**config.mk**
```make
export PLATFORM = sky130hd
export DESIGN_NAME = hci_h4_packet_deframer
export DESIGN_NICKNAME = d
export VERILOG_FILES = /design/src/design/hci_h4_pkg.sv /design/src/design/hci_h4_cfg.sv /design/src/design/hci_h4_framer.sv /design/src/design/hci_h4_packet_deframer.sv
export SDC_FILE = /design/constraint.sdc
export NUM_CORES = 1
export LEC_CHECK = 0
export BUFFER_PORTS_ARGS = -buffer_cell sky130_fd_sc_hd__buf_4
export CORE_UTILIZATION = 60
export DETAILED_ROUTE_END_ITERATION = 16
export PLACE_DENSITY = 0.8
export SETUP_SLACK_MARGIN = 0.05
export SLEW_MARGIN = 15
export SYNTH_ARGS = -nofsm -noshare
export SYNTH_HDL_FRONTEND = slang
export SYNTH_SLANG_ARGS = --single-unit
```
**constraint.sdc**
```tcl
create_clock -name clk -period 4.71 [get_ports clk]
set_clock_uncertainty 0.1 [all_clocks]
set_input_delay 0.7065 -clock clk [delete_from_list [all_inputs] [get_ports clk]]
set_output_delay 0.7065 -clock clk [all_outputs]
set_load 0.02 [all_outputs]
```
**src/design/hci_h4_pkg.sv**
```systemverilog
// hci h4 deframer package: register map, reset values, packet types and shared structs
package hci_h4_pkg;

    localparam int CFG_INDEX_W = 3;
    localparam int CFG_DATA_W  = 4;
    localparam int HLEN_W      = 3;
    localparam int MASK_W      = 4;
    localparam int BYTE_W      = 8;
    localparam int LEN_W       = 16;
    localparam int KIND_W      = 2;
    localparam int TYPE_W      = 3;

    // configuration register indexes
    localparam logic [CFG_INDEX_W-1:0] REG_ACL_HLEN   = 3'd0;
    localparam logic [CFG_INDEX_W-1:0] REG_SCO_HLEN   = 3'd1;
    localparam logic [CFG_INDEX_W-1:0] REG_EVENT_HLEN = 3'd2;
    localparam logic [CFG_INDEX_W-1:0] REG_ISO_HLEN   = 3'd3;
    localparam logic [CFG_INDEX_W-1:0] REG_CMD_HLEN   = 3'd4;
    localparam logic [CFG_INDEX_W-1:0] REG_MASK       = 3'd5;

    // reset values
    localparam logic [HLEN_W-1:0] RST_ACL_HLEN   = 3'd4;
    localparam logic [HLEN_W-1:0] RST_SCO_HLEN   = 3'd3;
    localparam logic [HLEN_W-1:0] RST_EVENT_HLEN = 3'd2;
    localparam logic [HLEN_W-1:0] RST_ISO_HLEN   = 3'd4;
    localparam logic [HLEN_W-1:0] RST_CMD_HLEN   = 3'd3;
    localparam logic [MASK_W-1:0] RST_MASK       = 4'hF;

    // h4 packet indicators
    localparam logic [TYPE_W-1:0] TYPE_CMD = 3'd1;
    localparam logic [TYPE_W-1:0] TYPE_ACL = 3'd2;
    localparam logic [TYPE_W-1:0] TYPE_SCO = 3'd3;
    localparam logic [TYPE_W-1:0] TYPE_EVT = 3'd4;
    localparam logic [TYPE_W-1:0] TYPE_ISO = 3'd5;

    typedef struct packed {
        logic [HLEN_W-1:0] acl_hlen;
        logic [HLEN_W-1:0] sco_hlen;
        logic [HLEN_W-1:0] event_hlen;
        logic [HLEN_W-1:0] iso_hlen;
        logic [HLEN_W-1:0] cmd_hlen;
        logic [MASK_W-1:0] deliver_mask;
    } cfg_t;

    typedef struct packed {
        logic [BYTE_W-1:0] data_byte;
        logic [KIND_W-1:0] packet_kind;
        logic              in_header;
        logic              is_last;
        logic              bad_type;
    } result_t;

endpackage

```
**src/design/hci_h4_cfg.sv**
```systemverilog
// hci h4 deframer configuration register file
module hci_h4_cfg
(
    input  logic                               clk,
    input  logic                               rst_n,
    input  logic                               wr_en,
    input  logic [hci_h4_pkg::CFG_INDEX_W-1:0] wr_index,
    input  logic [hci_h4_pkg::CFG_DATA_W-1:0]  wr_data,
    output hci_h4_pkg::cfg_t                   cfg
);

    hci_h4_pkg::cfg_t cfg_reg;

    always_ff @(posedge clk or negedge rst_n)
    begin
        if (!rst_n)
        begin
            cfg_reg.acl_hlen     <= hci_h4_pkg::RST_ACL_HLEN;
            cfg_reg.sco_hlen     <= hci_h4_pkg::RST_SCO_HLEN;
            cfg_reg.event_hlen   <= hci_h4_pkg::RST_EVENT_HLEN;
            cfg_reg.iso_hlen     <= hci_h4_pkg::RST_ISO_HLEN;
            cfg_reg.cmd_hlen     <= hci_h4_pkg::RST_CMD_HLEN;
            cfg_reg.deliver_mask <= hci_h4_pkg::RST_MASK;
        end
        else if (wr_en)
        begin
            case (wr_index)
                hci_h4_pkg::REG_ACL_HLEN:
                    cfg_reg.acl_hlen <= wr_data[hci_h4_pkg::HLEN_W-1:0];
                hci_h4_pkg::REG_SCO_HLEN:
                    cfg_reg.sco_hlen <= wr_data[hci_h4_pkg::HLEN_W-1:0];
                hci_h4_pkg::REG_EVENT_HLEN:
                    cfg_reg.event_hlen <= wr_data[hci_h4_pkg::HLEN_W-1:0];
                hci_h4_pkg::REG_ISO_HLEN:
                    cfg_reg.iso_hlen <= wr_data[hci_h4_pkg::HLEN_W-1:0];
                hci_h4_pkg::REG_CMD_HLEN:
                    cfg_reg.cmd_hlen <= wr_data[hci_h4_pkg::HLEN_W-1:0];
                hci_h4_pkg::REG_MASK:
                    cfg_reg.deliver_mask <= wr_data[hci_h4_pkg::MASK_W-1:0];
                default:
                    cfg_reg <= cfg_reg;
            endcase
        end
    end

    assign cfg = cfg_reg;

endmodule

```
**src/design/hci_h4_framer.sv**
```systemverilog
// hci h4 deframer packet state machine and per-byte result logic
module hci_h4_framer
(
    input  logic                          clk,
    input  logic                          rst_n,
    input  hci_h4_pkg::cfg_t              cfg,
    input  logic                          step,
    input  logic [hci_h4_pkg::BYTE_W-1:0] rx_byte,
    output logic                          has_result,
    output hci_h4_pkg::result_t           result
);

    typedef enum logic [1:0]
    {
        PH_IDLE,
        PH_HEADER,
        PH_PAYLOAD
    } phase_t;

    phase_t                          phase_reg, phase_next;
    logic [hci_h4_pkg::TYPE_W-1:0]   kind_reg, kind_next;
    logic [hci_h4_pkg::HLEN_W-1:0]   count_reg, count_next;
    logic [hci_h4_pkg::LEN_W-1:0]    accum_reg, accum_next;
    logic [hci_h4_pkg::LEN_W-1:0]    remain_reg, remain_next;

    logic [hci_h4_pkg::HLEN_W-1:0]   hlen_raw;
    logic [hci_h4_pkg::HLEN_W:0]     hlen;
    logic [hci_h4_pkg::HLEN_W:0]     idx_plus1;
    logic [hci_h4_pkg::HLEN_W:0]     idx_plus2;
    logic                            two_byte_len;
    logic                            known_type;
    logic                            deliver;
    logic [hci_h4_pkg::TYPE_W-1:0]   kind_off;
    logic [hci_h4_pkg::LEN_W-1:0]    len_final;
    logic [hci_h4_pkg::LEN_W-1:0]    remain_dec;
    logic                            last;
    logic                            hdr;

    always_comb
    begin
        case (kind_reg)
            hci_h4_pkg::TYPE_ACL: hlen_raw = cfg.acl_hlen;
            hci_h4_pkg::TYPE_SCO: hlen_raw = cfg.sco_hlen;
            hci_h4_pkg::TYPE_EVT: hlen_raw = cfg.event_hlen;
            hci_h4_pkg::TYPE_ISO: hlen_raw = cfg.iso_hlen;
            default:              hlen_raw = cfg.cmd_hlen;
        endcase
    end

    // a zero length register counts as a one-byte header
    assign hlen = (hlen_raw == '0) ? 4'd1 : {1'b0, hlen_raw};
    assign idx_plus1 = {1'b0, count_reg} + 4'd1;
    assign idx_plus2 = {1'b0, count_reg} + 4'd2;
    assign two_byte_len = (kind_reg == hci_h4_pkg::TYPE_ACL) ||
                          (kind_reg == hci_h4_pkg::TYPE_ISO);
    assign known_type = (rx_byte >= {5'd0, hci_h4_pkg::TYPE_CMD}) &&
                        (rx_byte <= {5'd0, hci_h4_pkg::TYPE_ISO});
    assign kind_off = kind_reg - hci_h4_pkg::TYPE_ACL;
    assign deliver = (kind_reg >= hci_h4_pkg::TYPE_ACL) &&
                     (kind_reg <= hci_h4_pkg::TYPE_ISO) &&
                     cfg.deliver_mask[kind_off[1:0]];
    assign len_final = (two_byte_len && hlen >= 4'd2) ? {rx_byte, accum_reg[7:0]}
                                                      : {8'd0, rx_byte};
    assign remain_dec = remain_reg - 16'd1;

    always_comb
    begin
        phase_next  = phase_reg;
        kind_next   = kind_reg;
        count_next  = count_reg;
        accum_next  = accum_reg;
        remain_next = remain_reg;
        has_result  = 1'b0;
        last        = 1'b0;
        hdr         = 1'b0;
        result.data_byte   = rx_byte;
        result.packet_kind = '0;
        result.in_header   = 1'b0;
        result.is_last     = 1'b0;
        result.bad_type    = 1'b0;
        case (phase_reg)
            PH_IDLE:
            begin
                if (known_type)
                begin
                    kind_next   = rx_byte[hci_h4_pkg::TYPE_W-1:0];
                    count_next  = '0;
                    accum_next  = '0;
                    remain_next = '0;
                    phase_next  = PH_HEADER;
                end
                else
                begin
                    has_result      = 1'b1;
                    result.bad_type = 1'b1;
                end
            end
            PH_HEADER:
            begin
                hdr = 1'b1;
                if (idx_plus1 >= hlen)
                begin
                    accum_next  = len_final;
                    remain_next = len_final;
                    count_next  = '0;
                    if (len_final == '0)
                    begin
                        last       = 1'b1;
                        phase_next = PH_IDLE;
                    end
                    else
                    begin
                        phase_next = PH_PAYLOAD;
                    end
                end
                else
                begin
                    if (two_byte_len && idx_plus2 == hlen)
                    begin
                        accum_next = {8'd0, rx_byte};
                    end
                    count_next = idx_plus1[hci_h4_pkg::HLEN_W-1:0];
                end
                has_result         = deliver;
                result.packet_kind = kind_off[hci_h4_pkg::KIND_W-1:0];
                result.in_header   = hdr;
                result.is_last     = last;
            end
            PH_PAYLOAD:
            begin
                remain_next = remain_dec;
                if (remain_dec == '0)
                begin
                    last       = 1'b1;
                    phase_next = PH_IDLE;
                end
                has_result         = deliver;
                result.packet_kind = kind_off[hci_h4_pkg::KIND_W-1:0];
                result.in_header   = hdr;
                result.is_last     = last;
            end
            default:
            begin
                phase_next = PH_IDLE;
            end
        endcase
    end

    always_ff @(posedge clk or negedge rst_n)
    begin
        if (!rst_n)
        begin
            phase_reg  <= PH_IDLE;
            kind_reg   <= '0;
            count_reg  <= '0;
            accum_reg  <= '0;
            remain_reg <= '0;
        end
        else if (step)
        begin
            phase_reg  <= phase_next;
            kind_reg   <= kind_next;
            count_reg  <= count_next;
            accum_reg  <= accum_next;
            remain_reg <= remain_next;
        end
    end

endmodule

```
**src/design/hci_h4_packet_deframer.sv**
```systemverilog
// hci h4 packet deframer top level: input register, framer and result register
//
//  channel | direction | handshake            | payload
//  --------+-----------+----------------------+------------------------------------------
//  in      | input     | in_valid / in_stall  | rx_byte
//  out     | output    | out_valid / out_stall| data_byte packet_kind in_header is_last
//          |           |                      | bad_type
//  cfg     | input     | cfg_valid / cfg_ready| cfg_index cfg_data
//
//  one byte per cycle sustained while out_stall does not hold back a result; each byte is held in
//  the input register and its result, if any, is written from there into the output register
//  the framer state advances when the input register hands its byte on
//  a held result stalls the input register only if the next byte also has a result
//  reset clears all valid flags and framer state and loads the register defaults
module hci_h4_packet_deframer
(
    input  logic                               clk,
    input  logic                               rst_n,
    input  logic                               in_valid,
    output logic                               in_stall,
    input  logic [hci_h4_pkg::BYTE_W-1:0]      rx_byte,
    output logic                               out_valid,
    input  logic                               out_stall,
    output logic [hci_h4_pkg::BYTE_W-1:0]      data_byte,
    output logic [hci_h4_pkg::KIND_W-1:0]      packet_kind,
    output logic                               in_header,
    output logic                               is_last,
    output logic                               bad_type,
    input  logic                               cfg_valid,
    output logic                               cfg_ready,
    input  logic [hci_h4_pkg::CFG_INDEX_W-1:0] cfg_index,
    input  logic [hci_h4_pkg::CFG_DATA_W-1:0]  cfg_data
);

    hci_h4_pkg::cfg_t                cfg;
    hci_h4_pkg::result_t             result;
    hci_h4_pkg::result_t             out_reg;
    logic                            has_result;
    logic                            in_valid_reg;
    logic [hci_h4_pkg::BYTE_W-1:0]   in_byte_reg;
    logic                            out_valid_reg;
    logic                            advance;
    logic                            in_take;

    assign cfg_ready = 1'b1;

    hci_h4_cfg u_cfg
    (
        .clk      (clk),
        .rst_n    (rst_n),
        .wr_en    (cfg_valid & cfg_ready),
        .wr_index (cfg_index),
        .wr_data  (cfg_data),
        .cfg      (cfg)
    );

    hci_h4_framer u_framer
    (
        .clk        (clk),
        .rst_n      (rst_n),
        .cfg        (cfg),
        .step       (advance),
        .rx_byte    (in_byte_reg),
        .has_result (has_result),
        .result     (result)
    );

    // byte moves on if it yields nothing or the result register frees up
    assign advance  = in_valid_reg && (!has_result || !out_valid_reg || !out_stall);
    assign in_stall = in_valid_reg && !advance;
    assign in_take  = in_valid && !in_stall;

    always_ff @(posedge clk or negedge rst_n)
    begin
        if (!rst_n)
        begin
            in_valid_reg  <= 1'b0;
            out_valid_reg <= 1'b0;
        end
        else
        begin
            if (in_take)
            begin
                in_valid_reg <= 1'b1;
            end
            else if (advance)
            begin
                in_valid_reg <= 1'b0;
            end
            if (advance && has_result)
            begin
                out_valid_reg <= 1'b1;
            end
            else if (!out_stall)
            begin
                out_valid_reg <= 1'b0;
            end
        end
    end

    always_ff @(posedge clk)
    begin
        if (in_take)
        begin
            in_byte_reg <= rx_byte;
        end
        if (advance && has_result)
        begin
            out_reg <= result;
        end
    end

    assign out_valid   = out_valid_reg;
    assign data_byte   = out_reg.data_byte;
    assign packet_kind = out_reg.packet_kind;
    assign in_header   = out_reg.in_header;
    assign is_last     = out_reg.is_last;
    assign bad_type    = out_reg.bad_type;

endmodule

```
==> impl_metrics.ini, run 1 <==
[floorplan]
fp.dieH_um = 85.2
design.core.area_sq_mm = 0.00653
die_x_um = 85.2
die-area_sq_mm = 0.00726
row_count = 29
num_io_pins = 36
floorplan.initialDensity_pct = 63.6

[logic_synthesis]
syn_nets = 418
yosysSeqAreaShare_pct = 47.4
synthCells = 387
postSynthAreaPerCell_sq_um = 10.7
ys_warn_count = 0
netlist_area_sq_mm = 0.00416
yosys-top-cells-area = dfrtp_1 (25%), edfxtp_1 (15%), dfstp_2 (7.0%), mux2_2 (6.5%), mux2i_1 (3.9%)
yosys.area.top_type = dfrtp_1
synth-edff-count = 21
synth_commonest_cells = dfrtp_1 (42), nor2_1 (29), o21ai_0 (28)
synth_cell_types = 67
synth_most_common_cell = dfrtp_1
synth_ff_type = dfrtp_1
yosysTopAreaCellShare_pct = 25.3
async_reset_ff_share_pct = 71.6
ys_ff_latch = 74

[clock_network]
clk_latency_ns = 0.36
post_cts_buffers = 0
clock-sinks = 74
path_clk_slew_ns = 0.09
cts_htree_levels = 3
cts_hold_buf = 0
numCtsBuffers = 9
post_cts_resized = 0
cts_tree = yes
root_buffer = clkbuf_8
clk_path_buf_depth = 2

[global_routing]
grt_max_degree = 54
grt_pass1_vias = 3160
grt_usage_pct = 29.1
grt_overflow = 0
antenna_found_initial = 0
grt_pass1_wl_mm = 16.1

[routing]
totalWireLength_mm = 9.66
firstDrtPassIters = 5
vias_per_cell = 6.67
drc = 0
wire_per_inst_um = 19.3
first_iter_violations = 324
vias = 3341
ant_nets = 0

[sta]
max_slew_margin_pct = 48.9
tns_ns = 0
layout_setup_ws_ns = 0.821
finalSetupViolations = 0
worst_slew_pin_slew_ns = 0.767
whs_ns = 0.276
rsz0062_at_grt = no
finalCritPeriodShare_pct = 82.6
fin_crit_ns = 3.89
drv_slew = 0
max_clock_freq_mhz = 257
final-hold-violation-count = 0

[power_and_ir_drop]
powerDensity_mw_per_mm2 = 642
clockPowerShare_pct = 15.8
switching_share_pct = 44.6
p_int_mw = 1.64
power_frac_seq_pct = 36.0
totalPowerFinal_mw = 2.96
pwr-share-comb_pct = 48.2
p_switching_mw = 1.32
total_leakage_power_nw = 1.97
vdd_ir_drop_max_v = 0.000380

[setup_path]
crit_path_start_kind = register
required_ns = 4.85
end_kind = register
crit_type = reg2reg
reg2reg_depth = 11
path_max_fanout = 13
cp.arrival_ns = 4.03

[cells_and_area]
largest_register_ffs = 19
utilization_pct = 70.6
design_area_sq_mm = 0.00461
drive_gt1_share_pct = 23.8
area_growth_pct = 10.9
nFillCells = 486
final_nets = 450
stdcell_count = 501
diodes = 0

[job]
cap_violations = 0

[run_status]
outcome = finished, final reports clean

[worst_hold_path]
hold_class = in2async

[placed_design]
dpl_cell_area_sq_mm = 0.00443
placed_cells = 485
pre_cts_slack_ns = 0.910
dpl.hpwl_mm = 7.00
place_congestion = 0.933
io_buffers = 34
-- layout make-up --
| class | instances | area (sq um) | area share [%] |
|---|---|---|---|
| clock inverters | 7 | 58.8 | 1.28 |
| multi-input cells | 287 | 2050 | 44.5 |
| clock buffers | 9 | 124 | 2.69 |
| well taps | 77 | 96.3 | 2.09 |
| flip-flops and latches | 74 | 1970 | 42.8 |
| repair buffers | 35 | 263 | 5.70 |
| inverters | 12 | 45.0 | 0.977 |
-- worst paths after layout --
kind	from	end	slack [ns]
worst max-delay path	u_framer.kind_reg[0]	u_framer.phase_reg[1]	0.82
worst min-delay path	rst_n	u_framer.remain_reg[1]	0.28
worst max register to register	u_framer.kind_reg[0]	u_framer.phase_reg[1]	0.82
worst min register to register	u_cfg.cfg[10]	u_cfg.cfg[10]	0.41
max in group asynchronous	rst_n	u_framer.remain_reg[14]	3.78
min in group clk	u_cfg.cfg[10]	u_cfg.cfg[10]	0.41
-- cell usage in the layout (no fill, tap or decap), types with 9 or more instances in the layout --
cell,count
a22o_1,9
nor3_1,14
a21oi_1,17
o21ai_0,28
clkbuf_8,9
mux2i_1,16
buf_4,35
nor2_1,29
edfxtp_1,21
nand2b_1,9
nand2_1,20
inv_1,12
mux2_2,24
or3_1,9
ha_1,11
nand3_1,9
dfstp_2,11
dfrtp_1,42
-- critical path, stage by stage, from the launching register on --
cell and delay [ns]:
dfrtp_1 0.70, mux2i_1 0.19, a211oi_1 0.38, nor2_1 0.11, a221o_1 0.36, ha_1 0.28, nand2b_1 0.15, a21o_1 0.20
a211oi_2 0.59, nor4_1 0.14, a21oi_2 0.24, mux2_4 0.32
-- routing by layer --
metal  global-route usage [%]  vias to the layer above  share of wire, %  wire (um)
met2                     42.6                      137                44       4280
met4                     10.2                        0               1.7        167
met5                        0                        -                 0          0
met3                     5.25                       17               6.2        597
li1                         -                     1533                 -          -
met1                     43.6                     1654                48       4620
-- logic make-up (layout without fill, tap and decap cells) --
group                    after synthesis  count (layout)  share of synthesized area (%)
adder cells (fa/ha/maj)               11              11                           3.31
AND/OR/NAND/NOR                      129             129                           17.0
buffers and inverters                 26              63                           3.22
flip-flops                            74              74                           47.4
other                                  1               1                         0.0902
AO/OA/AOI/OAI                        100             100                           17.2
XOR/XNOR                               5               5                           1.05
multiplexers                          41              41                           10.7
-- power by group through the flow --
stage               sequential [mW]  combinational, mW  clock, mW
floorplan                      1.02               1.11          0
global placement               1.06               1.36          0
detailed placement             1.06               1.39          0
CTS                            1.05               1.40      0.473
global route                   1.09               1.57      0.498
finish                         1.07               1.43      0.467
Note: power is estimated with default switching activity, not from simulation.
==> run 2, diff against run 1 <==
--- a/config.mk
+++ b/config.mk
@@ -6,9 +6,9 @@
 export NUM_CORES = 1
 export LEC_CHECK = 0
 export BUFFER_PORTS_ARGS = -buffer_cell sky130_fd_sc_hd__buf_4
-export CORE_UTILIZATION = 60
+export CORE_UTILIZATION = 54
 export DETAILED_ROUTE_END_ITERATION = 16
-export PLACE_DENSITY = 0.8
+export PLACE_DENSITY = 0.76
 export SETUP_SLACK_MARGIN = 0.05
 export SLEW_MARGIN = 15
 export SYNTH_ARGS = -nofsm -noshare
==> constraint.sdc (replaced) <==
create_clock -name clk -period 3.35 [get_ports clk]
set_clock_uncertainty 0.1 [all_clocks]
set_input_delay 0.5025 -clock clk [delete_from_list [all_inputs] [get_ports clk]]
set_output_delay 0.5025 -clock clk [all_outputs]
set_load 0.02 [all_outputs]
==> run 2 against run 1 <==
  * Power up 52%
  * Fmax rose by 17%
  * Core utilization down 3.5 points
  * Clock power up 56%
  * Critical path depth unchanged
  * First-iteration DRC count rose by 28%
  * Largest cell class unchanged
  * Combinational power up 62%
  * Non-clock buffer count increased by 23
  * Register-to-register slack worse by 0.79 ns
  * Clock-buffer cell count unchanged
  * Highest routed layer unchanged
==> impl_metrics.ini, run 2 (same netlist as run 1, synthesis figures left out) <==
[run_status]
outcome = finished, final reports clean

[routing]
drc = 0
wl_met1_mm = 4.53
vias_per_cell = 6.27
first_iter_violations = 414
wire_per_inst_um = 18.9
totalWireLength_mm = 10.3
vias = 3430
firstDrtPassIters = 5
wl_met2_mm = 4.85
ant_nets = 0
dr_wl_met3_um = 727
top_layer_used = met4

[floorplan]
die_x_um = 89.7
fp.dieH_um = 89.7
num_io_pins = 36
die-area_sq_mm = 0.00805
design.core.area_sq_mm = 0.00733
floorplan.initialDensity_pct = 56.7
row_count = 31

[sta]
rsz0062_at_grt = yes
finalSetupViolations = 0
max_slew_margin_pct = 46.9
fin_crit_ns = 3.32
drv_slew = 0
worst_slew_pin_slew_ns = 0.796
finalCritPeriodShare_pct = 99.1
max_clock_freq_mhz = 301
final-hold-violation-count = 0
tns_ns = 0

[cells_and_area]
final_common_cell = buf_4
seq_area_sq_mm = 0.00197
largest_register_ffs = 19
nFillCells = 534
diodes = 0
final_nets = 474
drive_gt1_share_pct = 30.6
layout_common_cells = buf_4 (56), dfrtp_1 (40), o21ai_0 (28)
area_growth_pct = 18.2
multi_input_area_sq_mm = 0.00212
stdcell_count = 547

[power_and_ir_drop]
clockPowerShare_pct = 16.2
p_int_mw = 2.54
p_switching_mw = 1.97
total_leakage_power_nw = 2.11
switching_share_pct = 43.6
power_frac_seq_pct = 32.6
vdd_ir_drop_max_v = 0.000549
totalPowerFinal_mw = 4.51
pwr-share-comb_pct = 51.2
powerDensity_mw_per_mm2 = 917

[setup_path]
crit_type = reg2reg
cp_slowest_cell = or4b_1
worst-path-buf-inv = 0
path_max_fanout = 8
end_kind = register
crit_path_start_kind = register
cp_slowest_stage_delay_ns = 0.51
cp.arrival_ns = 3.49
crit_family = simple AND/OR/NAND/NOR gates
required_ns = 3.52
path_cells = mux2i_2 > a211oi_2 > nor2_2 > a221o_1 > ha_4 > nand2b_1 > a21o_1 > a211oi_4 > or3_4 > or4b_1 > o211ai_1

[global_routing]
grt_max_degree = 54
grt_usage_pct = 26.1
grt_pass1_vias = 3339
antenna_found_initial = 0
grt_overflow = 0
grt_pass1_wl_mm = 16.5

[clock_network]
numCtsBuffers = 9
cts_tree = yes
clk_latency_ns = 0.36
clk_path_buf_depth = 2
path_clk_slew_ns = 0.09
cts_htree_levels = 3
root_buffer = clkbuf_8
cts_hold_buf = 0
clock-sinks = 74

[placed_design]
place_congestion = 0.910
dpl.hpwl_mm = 7.31
io_buffers = 34
placed_cells = 518

[job]
cap_violations = 0

[worst_hold_path]
hold_class = in2async
[run 2: path summary, 6_finish.rpt]
check	from	end	slack (ns)	cells past startpoint
min in group clk	rx_byte[3]	in_byte_reg[3]	0.22	1
min	rst_n	u_framer.remain_reg[1]	0.07	1
min reg2reg	u_cfg.cfg[7]	u_cfg.cfg[7]	0.42	1
max	u_framer.kind_reg[0]	u_framer.remain_reg[4]	0.03	11
max in group asynchronous	rst_n	u_framer.kind_reg[1]	2.58	1
max reg2reg	u_framer.kind_reg[0]	u_framer.remain_reg[4]	0.03	11
[run 2: routing by layer]
metal | vias up | track usage, %
li1 | 1582 | -
met1 | 1671 | 36.0
met2 | 155 | 41.1
met3 | 22 | 5.33
met4 | 0 | 8.88
met5 | - | 0
[run 2: cell type report]
| type | instances | area share (%) |
|---|---|---|
| multi-input cells | 288 | 43.1 |
| flip-flops and latches | 74 | 40.1 |
| inverters | 12 | 0.916 |
| well taps | 99 | 2.52 |
| clock inverters | 7 | 1.76 |
| repair buffers | 58 | 9.01 |
| clock buffers | 9 | 2.52 |
[run 2: power by group through the flow]
stage / sequential (mW) / combinational [mW] / clock [mW]
CTS: 1.46 / 2.14 / 0.739
floorplan: 1.43 / 1.59 / 0
global placement: 1.46 / 2.05 / 0
finish: 1.47 / 2.31 / 0.729
global route: 1.50 / 2.48 / 0.773
detailed placement: 1.47 / 2.11 / 0
[run 2: metrics by stage]
stage	util, %	worst slack [ns]	instance area [sq um]	hold slack [ns]
after floorplan	-	0.0528	4170	0.107
final	67.0	0.0307	4910	0.0736
after detailed placement	62.1	-0.00787	4550	0.399
after global placement	62.1	0.104	4550	0.391
after global routing	67.0	-0.0569	4910	0.128
after CTS	65.1	0.0568	4770	0.109
[run 2: worst reg2reg max path, stage by stage, from the launching register on]
cell and delay [ns]:
dfrtp_2 0.47, mux2i_2 0.19, a211oi_2 0.34, nor2_2 0.09, a221o_1 0.37, ha_4 0.28
nand2b_1 0.09, a21o_1 0.17, a211oi_4 0.11, or3_4 0.43, or4b_1 0.51, o211ai_1 0.10
[run 2: timing repair]
action,4_1_cts,5_1_grt
gates cloned,0,1
endpoints found under the setup margin,7,25
pin swaps,1,7
gates resized for setup,3,11
setup buffers,1,11
==> run 3, diff against run 2 <==
--- a/config.mk
+++ b/config.mk
@@ -8,7 +8,8 @@
 export BUFFER_PORTS_ARGS = -buffer_cell sky130_fd_sc_hd__buf_4
 export CORE_UTILIZATION = 54
 export DETAILED_ROUTE_END_ITERATION = 16
-export PLACE_DENSITY = 0.76
+export PLACE_DENSITY = 0.82
+export RECOVER_POWER = 25
 export SETUP_SLACK_MARGIN = 0.05
 export SLEW_MARGIN = 15
 export SYNTH_ARGS = -nofsm -noshare
==> run 3 against run 2 <==
  * The run now ends with setup timing left
  * Core utilization up 0.068 points
  * Register-to-register slack lost 0.06 ns
  * Combinational power up 2%
  * Power grew 1.2%
  * Sequential cell count is the same
  * Critical endpoint unchanged
  * Largest power group unchanged
==> impl_metrics.ini, run 3 (same netlist as run 1, synthesis figures left out) <==
[run_status]
outcome = finished with violations
violations = setup timing

[job]
cap_violations = 0

[cells_and_area]
largest_register_ffs = 19
final_common_cell = buf_4
nFillCells = 512
area_growth_pct = 18.4
diodes = 0
drive_gt1_share_pct = 30.6
design_area_sq_mm = 0.00492
stdcell_count = 546
layout_common_cells = buf_4 (48), dfrtp_1 (40), nor2_1 (28), o21ai_0 (28), mux2_2 (23)
seq_area_sq_mm = 0.00197
final_nets = 473
multi_input_area_sq_mm = 0.00213

[clock_network]
cts_htree_levels = 3
path_clk_slew_ns = 0.09
root_buffer = clkbuf_8
clock-sinks = 74
clk_latency_ns = 0.36
cts_tree = yes
numCtsBuffers = 9
cts_hold_buf = 0
clk_path_buf_depth = 2

[power_and_ir_drop]
p_int_mw = 2.59
pwr-share-comb_pct = 51.5
switching_share_pct = 43.3
clockPowerShare_pct = 16.0
total_leakage_power_nw = 2.10
p_switching_mw = 1.98
power_frac_seq_pct = 32.5
vdd_ir_drop_max_v = 0.000525
powerDensity_mw_per_mm2 = 928

[placed_design]
io_buffers = 34
dpl.hpwl_mm = 7.23
placed_cells = 519
place_congestion = 0.930
dpl_cell_area_sq_mm = 0.00456
pre_cts_slack_ns = 0.00284

[worst_hold_path]
hold_class = in2reg

[floorplan]
design.core.area_sq_mm = 0.00733
row_count = 31
die-area_sq_mm = 0.00805
num_io_pins = 36
die_x_um = 89.7
fp.dieH_um = 89.7
floorplan.initialDensity_pct = 56.7

[routing]
firstDrtPassIters = 5
wire_per_inst_um = 19.0
vias = 3482
vias_per_cell = 6.38
first_iter_violations = 345
drc = 0
totalWireLength_mm = 10.4
ant_nets = 0

[setup_path]
required_ns = 3.53
crit_path_start_kind = register
cp.arrival_ns = 3.56
path_max_fanout = 7
crit_type = reg2reg
end_kind = register

[global_routing]
grt_usage_pct = 26.3
grt_overflow = 0
grt_pass1_wl_mm = 16.5
grt_pass1_vias = 3346
antenna_found_initial = 0
grt_max_degree = 54

[sta]
rsz0062_at_grt = yes
worst_slew_pin_slew_ns = 1.34
max_slew_margin_pct = 10.8
fin_crit_ns = 3.38
max_clock_freq_mhz = 296
finalCritPeriodShare_pct = 101
drv_slew = 0
tns_ns = -0.0748
finalSetupViolations = 3
final-hold-violation-count = 0
layout_setup_ws_ns = -0.0310
## run 3: changes by cell type in the layout (fill, tap and decap cells not counted), sizes merged
cell      before  now
buf           58   49
clkbuf         9   18
clkinv         2    1
clkinvlp       1    2
or3           11   10
## run 3: worst paths after layout
kind	startpoint	end	slack, ns	cells after the start
max in group asynchronous	rst_n	u_framer.kind_reg[1]	1.93	1
hold / removal	in_valid	in_valid_reg	0.23	2
setup / recovery	u_framer.kind_reg[0]	u_framer.remain_reg[4]	-0.03	12
setup reg to reg	u_framer.kind_reg[0]	u_framer.remain_reg[4]	-0.03	12
hold reg to reg	u_cfg.cfg[10]	u_cfg.cfg[10]	0.42	1
min in group asynchronous	rst_n	u_cfg.cfg[17]	0.34	1
## run 3: what timing repair did
action / 4_1_cts / 5_1_grt
gates cloned: 0 / 0
setup buffers: 0 / 11
pin swaps: 1 / 5
resized for setup: 2 / 16
endpoints found under the setup margin: 8 / 24
## run 3: critical path, cell delays in order (launching register included)
cell      delay [ns]
dfrtp_2         0.49
mux2i_1         0.17
a211oi_2        0.25
nor2_1          0.11
a221o_1         0.36
ha_1            0.29
nand2b_1        0.11
a21o_1          0.17
a211oi_4        0.10
or3_4           0.42
buf_6           0.14
or4b_1          0.49
o211ai_1        0.10
## run 3: through the flow
stage / hold slack [ns] / total power [mW] / util, %
after floorplan: 0.107 / 3.01 / -
after detailed placement: 0.408 / 3.59 / 62.2
final: 0.229 / 4.56 / 67.1
after global placement: 0.389 / 3.54 / 62.2
after CTS: 0.0992 / 4.34 / 65.1
after global routing: 0.219 / 4.83 / 67.1
## run 3: power groups by stage
stage,clock network (mW),registers [mW],logic [mW]
after floorplan,0,1.43,1.59
after global placement,0,1.46,2.08
after detailed placement,0,1.48,2.12
after CTS,0.735,1.46,2.14
after global routing,0.774,1.51,2.54
final,0.729,1.48,2.35
## run 3: layer usage
layer	track usage [%]	up-vias	share of wire (%)
li1	-	1586	-
met4	13.7	0	2.5
met1	35.6	1699	43
met2	39.5	172	46
met3	6.26	25	8.3
met5	0	-	0
## run 3: final cells by class
class | count | share of cell area [%]
Clock inverter | 7 | 1.73
Clock buffer | 9 | 2.52
Multi-Input combinational cell | 287 | 43.3
Sequential cell | 74 | 40.1
Timing Repair Buffer | 58 | 8.88
Tap cell | 99 | 2.52
Inverter | 12 | 0.916
